==> src/sv/ccd_pkg.sv <==
// ccd_pkg: shared constants, trig tables and controller/datapath command types
// for the cyclic coordinate descent solver.
// No dependencies.
package ccd_pkg;

	localparam int JOINT_COUNT_DEF  = 8;
	localparam int CORDIC_STEPS_DEF = 16;

	// angle width of the trig unit, q30 radians
	localparam int Z_W = 36;
	// width of cos / sin results, q30
	localparam int C_W = 32;

	localparam logic signed [Z_W-1:0] PI_Q30      = 36'sd3373259426;
	localparam logic signed [Z_W-1:0] TWO_PI_Q30  = 36'sd6746518852;
	localparam logic signed [Z_W-1:0] HALF_PI_Q30 = 36'sd1686629713;
	localparam logic signed [Z_W-1:0] GAIN_Q30    = 36'sd652032874;

	localparam logic signed [15:0] ANG_PI_Q13 = 16'sd25736;

	localparam logic [1:0] F_LOAD  = 2'd0;
	localparam logic [1:0] F_ITER  = 2'd1;
	localparam logic [1:0] F_SOLVE = 2'd2;

	localparam logic [1:0] CFG_BASE_X    = 2'd0;
	localparam logic [1:0] CFG_BASE_Y    = 2'd1;
	localparam logic [1:0] CFG_THRESHOLD = 2'd2;
	localparam logic [1:0] CFG_MAX_ITER  = 2'd3;

	localparam logic [30:0] ATAN_TAB [24] = '{
		31'h3243F6A8, 31'h1DAC6705, 31'h0FADBAFC, 31'h07F56EA6, 31'h03FEAB76, 31'h01FFD55B,
		31'h00FFFAAA, 31'h007FFF55, 31'h003FFFEA, 31'h001FFFFD, 31'h000FFFFF, 31'h0007FFFF,
		31'h0003FFFF, 31'h0001FFFF, 31'h0000FFFF, 31'h00007FFF, 31'h00003FFF, 31'h00001FFF,
		31'h00000FFF, 31'h000007FF, 31'h000003FF, 31'h000001FF, 31'h000000FF, 31'h0000007F
	};

	function automatic logic signed [Z_W-1:0] atan_at(input logic [4:0] idx);
		logic signed [Z_W-1:0] v;
		v = '0;
		if (idx < 5'd24) begin
			v = $signed({5'b0, ATAN_TAB[idx]});
		end
		return v;
	endfunction

	typedef struct packed {
		logic accept;
		logic fwd_init;
		logic fwd_ang;
		logic cap_pivot;
		logic rot_go;
		logic mul;
		logic acc;
		logic dir1_go;
		logic dir2_go;
		logic save_z1;
		logic upd;
		logic test_sq;
		logic test_cmp;
	} ccd_cmd_t;

	typedef struct packed {
		logic       cdone;
		logic       conv;
		logic [9:0] max_iter;
	} ccd_sts_t;

endpackage

==> src/sv/ccd_ctrl.sv <==
// ccd_ctrl: solver sequencer: forward passes, per-joint turn steps, distance
// tests and the iteration count of a word.
// Depends on ccd_pkg.
module ccd_ctrl import ccd_pkg::*; #(
	parameter int JOINT_COUNT = JOINT_COUNT_DEF,
	parameter int IDX_W       = (JOINT_COUNT > 1) ? $clog2(JOINT_COUNT) : 1
) (
	input  logic             clk,
	input  logic             arst_n,
	input  logic             start,
	input  logic [1:0]       func,
	input  ccd_sts_t         sts,
	output logic             busy,
	output logic             done,
	output logic [9:0]       iterations_used,
	output ccd_cmd_t         cmd,
	output logic [IDX_W-1:0] rd_idx
);

	localparam logic [IDX_W-1:0] LAST = IDX_W'(JOINT_COUNT - 1);

	typedef enum logic [3:0] {
		S_IDLE, S_FINIT, S_FANG, S_FROT, S_FRWT, S_FMUL, S_FACC,
		S_D1, S_D1WT, S_D2, S_D2WT, S_UPD, S_TSQ, S_TCMP, S_TDEC
	} state_t;

	state_t           state_q;
	logic             done_q;
	logic             in_iter_q;
	logic [IDX_W-1:0] j_q, i_q;
	logic [9:0]       k_q, cap_q;

	always_comb begin
		cmd           = '0;
		cmd.accept    = start && state_q == S_IDLE;
		cmd.fwd_init  = state_q == S_FINIT;
		cmd.fwd_ang   = state_q == S_FANG;
		cmd.cap_pivot = in_iter_q && j_q == i_q;
		cmd.rot_go    = state_q == S_FROT;
		cmd.mul       = state_q == S_FMUL;
		cmd.acc       = state_q == S_FACC;
		cmd.dir1_go   = state_q == S_D1;
		cmd.save_z1   = state_q == S_D1WT && sts.cdone;
		cmd.dir2_go   = state_q == S_D2;
		cmd.upd       = state_q == S_UPD;
		cmd.test_sq   = state_q == S_TSQ;
		cmd.test_cmp  = state_q == S_TCMP;
		rd_idx        = (state_q == S_UPD) ? i_q : j_q;
	end

	always_ff @(posedge clk or negedge arst_n) begin
		if (!arst_n) begin
			state_q   <= S_IDLE;
			done_q    <= 1'b0;
			in_iter_q <= 1'b0;
			j_q       <= '0;
			i_q       <= '0;
			k_q       <= '0;
			cap_q     <= '0;
		end else begin
			done_q <= 1'b0;
			case (state_q)
				S_IDLE: begin
					if (start) begin
						k_q       <= '0;
						in_iter_q <= 1'b0;
						// an iterate word is a solve capped at one
						case (func)
							F_SOLVE: cap_q <= sts.max_iter;
							F_ITER:  cap_q <= 10'd1;
							default: cap_q <= 10'd0;
						endcase
						state_q <= S_FINIT;
					end
				end
				S_FINIT: begin
					j_q     <= '0;
					state_q <= S_FANG;
				end
				S_FANG: state_q <= S_FROT;
				S_FROT: state_q <= S_FRWT;
				S_FRWT: begin
					if (sts.cdone) begin
						state_q <= S_FMUL;
					end
				end
				S_FMUL: state_q <= S_FACC;
				S_FACC: begin
					if (j_q == LAST) begin
						state_q <= in_iter_q ? S_D1 : S_TSQ;
					end else begin
						j_q     <= j_q + 1'b1;
						state_q <= S_FANG;
					end
				end
				S_D1: state_q <= S_D1WT;
				S_D1WT: begin
					if (sts.cdone) begin
						state_q <= S_D2;
					end
				end
				S_D2: state_q <= S_D2WT;
				S_D2WT: begin
					if (sts.cdone) begin
						state_q <= S_UPD;
					end
				end
				S_UPD: begin
					if (i_q == '0) begin
						in_iter_q <= 1'b0;
					end else begin
						i_q <= i_q - 1'b1;
					end
					state_q <= S_FINIT;
				end
				S_TSQ:  state_q <= S_TCMP;
				S_TCMP: state_q <= S_TDEC;
				S_TDEC: begin
					// the test before the first iteration never stops a solve
					if (k_q == cap_q || (k_q != '0 && sts.conv)) begin
						done_q  <= 1'b1;
						state_q <= S_IDLE;
					end else begin
						in_iter_q <= 1'b1;
						i_q       <= LAST;
						k_q       <= k_q + 1'b1;
						state_q   <= S_FINIT;
					end
				end
				default: state_q <= S_IDLE;
			endcase
		end
	end

	assign busy            = state_q != S_IDLE;
	assign done            = done_q;
	assign iterations_used = k_q;

endmodule

==> config.mk <==
export PLATFORM = sky130hd
export DESIGN_NAME = ccd_ctrl
export DESIGN_NICKNAME = d
export VERILOG_FILES = /design/src/sv/ccd_pkg.sv /design/src/sv/ccd_ctrl.sv
export SDC_FILE = /design/constraint.sdc
export NUM_CORES = 1
export LEC_CHECK = 0
export BUFFER_PORTS_ARGS = -buffer_cell sky130_fd_sc_hd__clkbuf_2
export CORE_ASPECT_RATIO = 0.6
export CORE_MARGIN = 2
export CORE_UTILIZATION = 40
export CTS_CLUSTER_DIAMETER = 100
export DETAILED_ROUTE_END_ITERATION = 8
export GPL_TIMING_DRIVEN = 0
export PLACE_DENSITY = 0.72
export SKIP_LAST_GASP = 1
export SLEW_MARGIN = 20
export SYNTH_ARGS = -nofsm -noshare
export SYNTH_HDL_FRONTEND = slang
export SYNTH_SLANG_ARGS = --single-unit
==> constraint.sdc <==
create_clock -name clk -period 2.4 [get_ports clk]
set_input_delay 0.48 -clock clk [delete_from_list [all_inputs] [get_ports clk]]
set_output_delay 0.48 -clock clk [all_outputs]
set_load 0.01 [all_outputs]
==> flow_summary.json <==
{
  "synth_nets": 272,
  "hpwl_um": 3710,
  "peakVddDrop_mv": 0.368,
  "grt_max_degree": 33,
  "slowest_delay_ps": 450,
  "clockPowerShare": 0.166,
  "worst_pin_slew_ps": 812,
  "crit_path_start_kind": "register",
  "criticalPathCategory": "register to primary output",
  "hold_ws_ps": 279,
  "seq_power_share": 0.358,
  "crit_arrival_ps": 1840,
  "yosys_register_bits": 32,
  "max_freq_ghz": 0.431,
  "p_int_mw": 1.32,
  "post-place-ws_ps": -118,
  "syn_to_final_growth_pct": 19.5,
  "finalCriticalPeriod_ps": 2320,
  "synth_warnings": 0,
  "hold_class": "primary input to asynchronous set/reset pin",
  "tritoncts": "yes",
  "htree_levels": 2,
  "ant_nets": 0,
  "nets": 322,
  "wl_per_cell_um": 13.3,
  "worst_setup_path_end_kind": "primary output",
  "critPathCapture": "cmd[12]",
  "leakagePower_nw": 1.26,
  "drt-vias-per-instance": 5.30,
  "path_buf_inv": 3,
  "grt_pass1_vias": 1724,
  "ctsLongestPathBuffers": 2,
  "finalHoldViolCount": 0,
  "num_vias": 1924,
  "placed_cell_area_mm2": 0.00235,
  "crit_chain": "nor4_4 -> nand2_2 -> inv_1 -> buf_2 -> clkbuf_2",
  "design_area_mm2": 0.00245,
  "drt_first_iter_violations": 172,
  "critPathRequiredTime_ps": 1920,
  "num-fill-cells": 506,
  "cts.sinks": 32,
  "seqCellArea_um2": 802,
  "switching_share": 0.432,
  "relSlewSlack": 0.458,
  "rrSetupSlack_ps": 250,
  "cts_setup_buffers": 0,
  "multiInputGateArea_mm2": 0.00115,
  "powerDensity_mw_per_mm2": 953,
  "antenna_cells": 0,
  "startpoint": "state_q[1]",
  "cts_buffers": 5,
  "die_w_um": 96.4,
  "antenna_found_initial": 0,
  "p_comb_frac": 0.476,
  "reg2reg_to": "i_q[1]",
  "p_switching_mw": 1.01,
  "fin_skew_ps": 2.38,
  "rsz0062_at_grt": "true",
  "grt_usage": 0.185,
  "cts_root_buffer": "clkbuf_8",
  "die_y_um": 59.5,
  "first_pass_iters": 5,
  "drive_gt1_frac": 0.215,
  "synth.area.top_cells": "dfrtp_1, nand2_1, ha_1",
  "grt_pass1_wl_um": 8070,
  "cp_max_fo": 10,
  "core-area_mm2": 0.00500,
  "yosysTopAreaCell": "dfrtp_1",
  "cp.depth": 5,
  "synth_cells": 247,
  "path_clk_slew_ps": 60,
  "cp_slowest_cell": "dfrtp_2",
  "status": "complete, no violations",
  "synth-seq-area-share": 0.390,
  "insertion_delay_ps": 280,
  "finalWirelength_um": 4840,
  "worstReg2RegStart": "iterations_used[0]",
  "fin_crit_sh": 0.967,
  "gp_congestion": 0.862,
  "num_rows": 20,
  "r2r.worst_path.cells": 7,
  "drc_errors": 0,
  "yosys.area.top_type_share": 0.390,
  "final_max_slew_viol_count": 0,
  "setup_slack_ps": 78.8,
  "grt_remaining_overflow": 0,
  "crit_family": "simple AND/OR/NAND/NOR gates",
  "synth_cell_types": 40,
  "syn-mean-instance-area_um2": 8.30,
  "setup_viol": 0,
  "design.die.area_mm2": 0.00573,
  "portBuffers": 44,
  "io_pins": 45,
  "syn-cell-area_mm2": 0.00205,
  "drv_cap": 0,
  "start_util": 0.410
}
[per-layer routing]
layer	GRT usage	part of all wire	vias up	wire length, µm
met5	0	0	-	0
met4	0.0563	0.017	0	82
met3	0.0407	0.082	13	399
met2	0.254	0.40	78	1950
met1	0.288	0.50	893	2410
li1	-	-	940	-
[cell type report]
class / count / area share
clock buffers: 6 / 0.0296
multi-input cells: 187 / 0.469
well taps: 66 / 0.0337
clock inverters: 1 / 0.00204
repair buffers: 44 / 0.0899
plain buffers: 12 / 0.0250
flip-flops and latches: 32 / 0.327
inverters: 15 / 0.0230
[synth_stat cells]
| cell type | count |
|---|---|
| a21o_1 | 3 |
| o31a_1 | 1 |
| a21oi_1 | 3 |
| mux2i_1 | 8 |
| nand3_1 | 20 |
| and2_1 | 1 |
| nand4_1 | 3 |
| o32a_1 | 1 |
| nor2b_1 | 2 |
| nand2b_1 | 8 |
| o22ai_1 | 2 |
| o31ai_1 | 2 |
| nand2_1 | 53 |
| a31oi_1 | 1 |
| and3_1 | 3 |
| xor2_1 | 3 |
| clkbuf_1 | 8 |
| nor2_1 | 14 |
| inv_1 | 15 |
| mux2_2 | 1 |
| nor3_1 | 7 |
| ha_1 | 8 |
| a2111oi_4 | 1 |
| xnor2_1 | 11 |
| dfrtp_1 | 32 |
| nor4b_1 | 2 |
| o31a_2 | 1 |
| buf_6 | 1 |
| nor4_1 | 4 |
| o21a_1 | 1 |
| a22oi_1 | 2 |
| or4b_4 | 1 |
| o21ai_0 | 12 |
| or2_2 | 1 |
| and4b_1 | 1 |
| or3_1 | 3 |
| o22a_1 | 1 |
| nand3b_1 | 1 |
| buf_2 | 4 |
| or4_1 | 1 |
[state kept, by name (all words and copies together) (netlist names)]
name / flops
i_q: 3
cap_q: 10
done: 1
in_iter_q: 1
j_q: 3
state_q: 4
iterations_used: 10
[power by group through the flow]
stage | clock (mW) | combinational (mW) | sequential [mW]
4_1_cts | 0.395 | 1.11 | 0.835
3_3_place_gp | 0 | 1.06 | 0.828
5_1_grt | 0.424 | 1.26 | 0.860
2_1_floorplan | 0 | 0.779 | 0.810
3_5_place_dp | 0 | 1.08 | 0.833
6_report | 0.388 | 1.11 | 0.835
[metrics by stage]
stage	utilization	total power [mW]	TNS, ps	instances
3_3_place_gp	0.470	1.89	-81.6	357
3_5_place_dp	0.470	1.91	-141	357
6_report	0.490	2.33	0	363
4_1_cts	0.490	2.34	-15.8	364
5_1_grt	0.490	2.54	-53.3	363
2_1_floorplan	-	1.59	0	247
[what timing repair did]
item	in CTS	in global routing
endpoints found under the setup margin	4	8
hold buffers	0	0
resized for setup	5	4
[placed cells by master (no fill, tap or decap), drive strengths merged, types with 2 or more instances in the layout]
cell type,instances
nand2,53
nand3,20
nor3,7
a22oi,2
buf,5
clkbuf,57
a21o,3
ha,8
xnor2,11
inv,15
o22ai,2
xor2,3
mux2i,8
nor2b,2
a21oi,3
nand2b,8
and3,3
dfrtp,32
nor2,14
nand4,3
o31a,2
o31ai,2
or3,3
o21ai,12
nor4b,2
nor4,4
[worst min path at each step]
stage / startpoint / end / cells after the start
after floorplan: arst_n / cap_q[0] / 0
after global placement: cap_q[4] / cap_q[4] / 2
after detailed placement: cap_q[4] / cap_q[4] / 2
after CTS: arst_n / i_q[1] / 1
after global routing: arst_n / cap_q[3] / 1
final: arst_n / cap_q[0] / 1
[cells by family (layout without fill, tap and decap cells)]
| family | after synthesis | count (layout) | synth area share |
|---|---|---|---|
| AOI/OAI and AO/OA | 31 | 31 | 0.107 |
| muxes | 9 | 9 | 0.0445 |
| DFF | 32 | 32 | 0.390 |
| xor gates and xnor gates | 14 | 14 | 0.0598 |
| and+or+nand+nor | 125 | 125 | 0.292 |
| buffers and inverters | 28 | 78 | 0.0574 |
| adders and majority gates | 8 | 8 | 0.0488 |
Note: power is estimated with default switching activity, not from simulation.
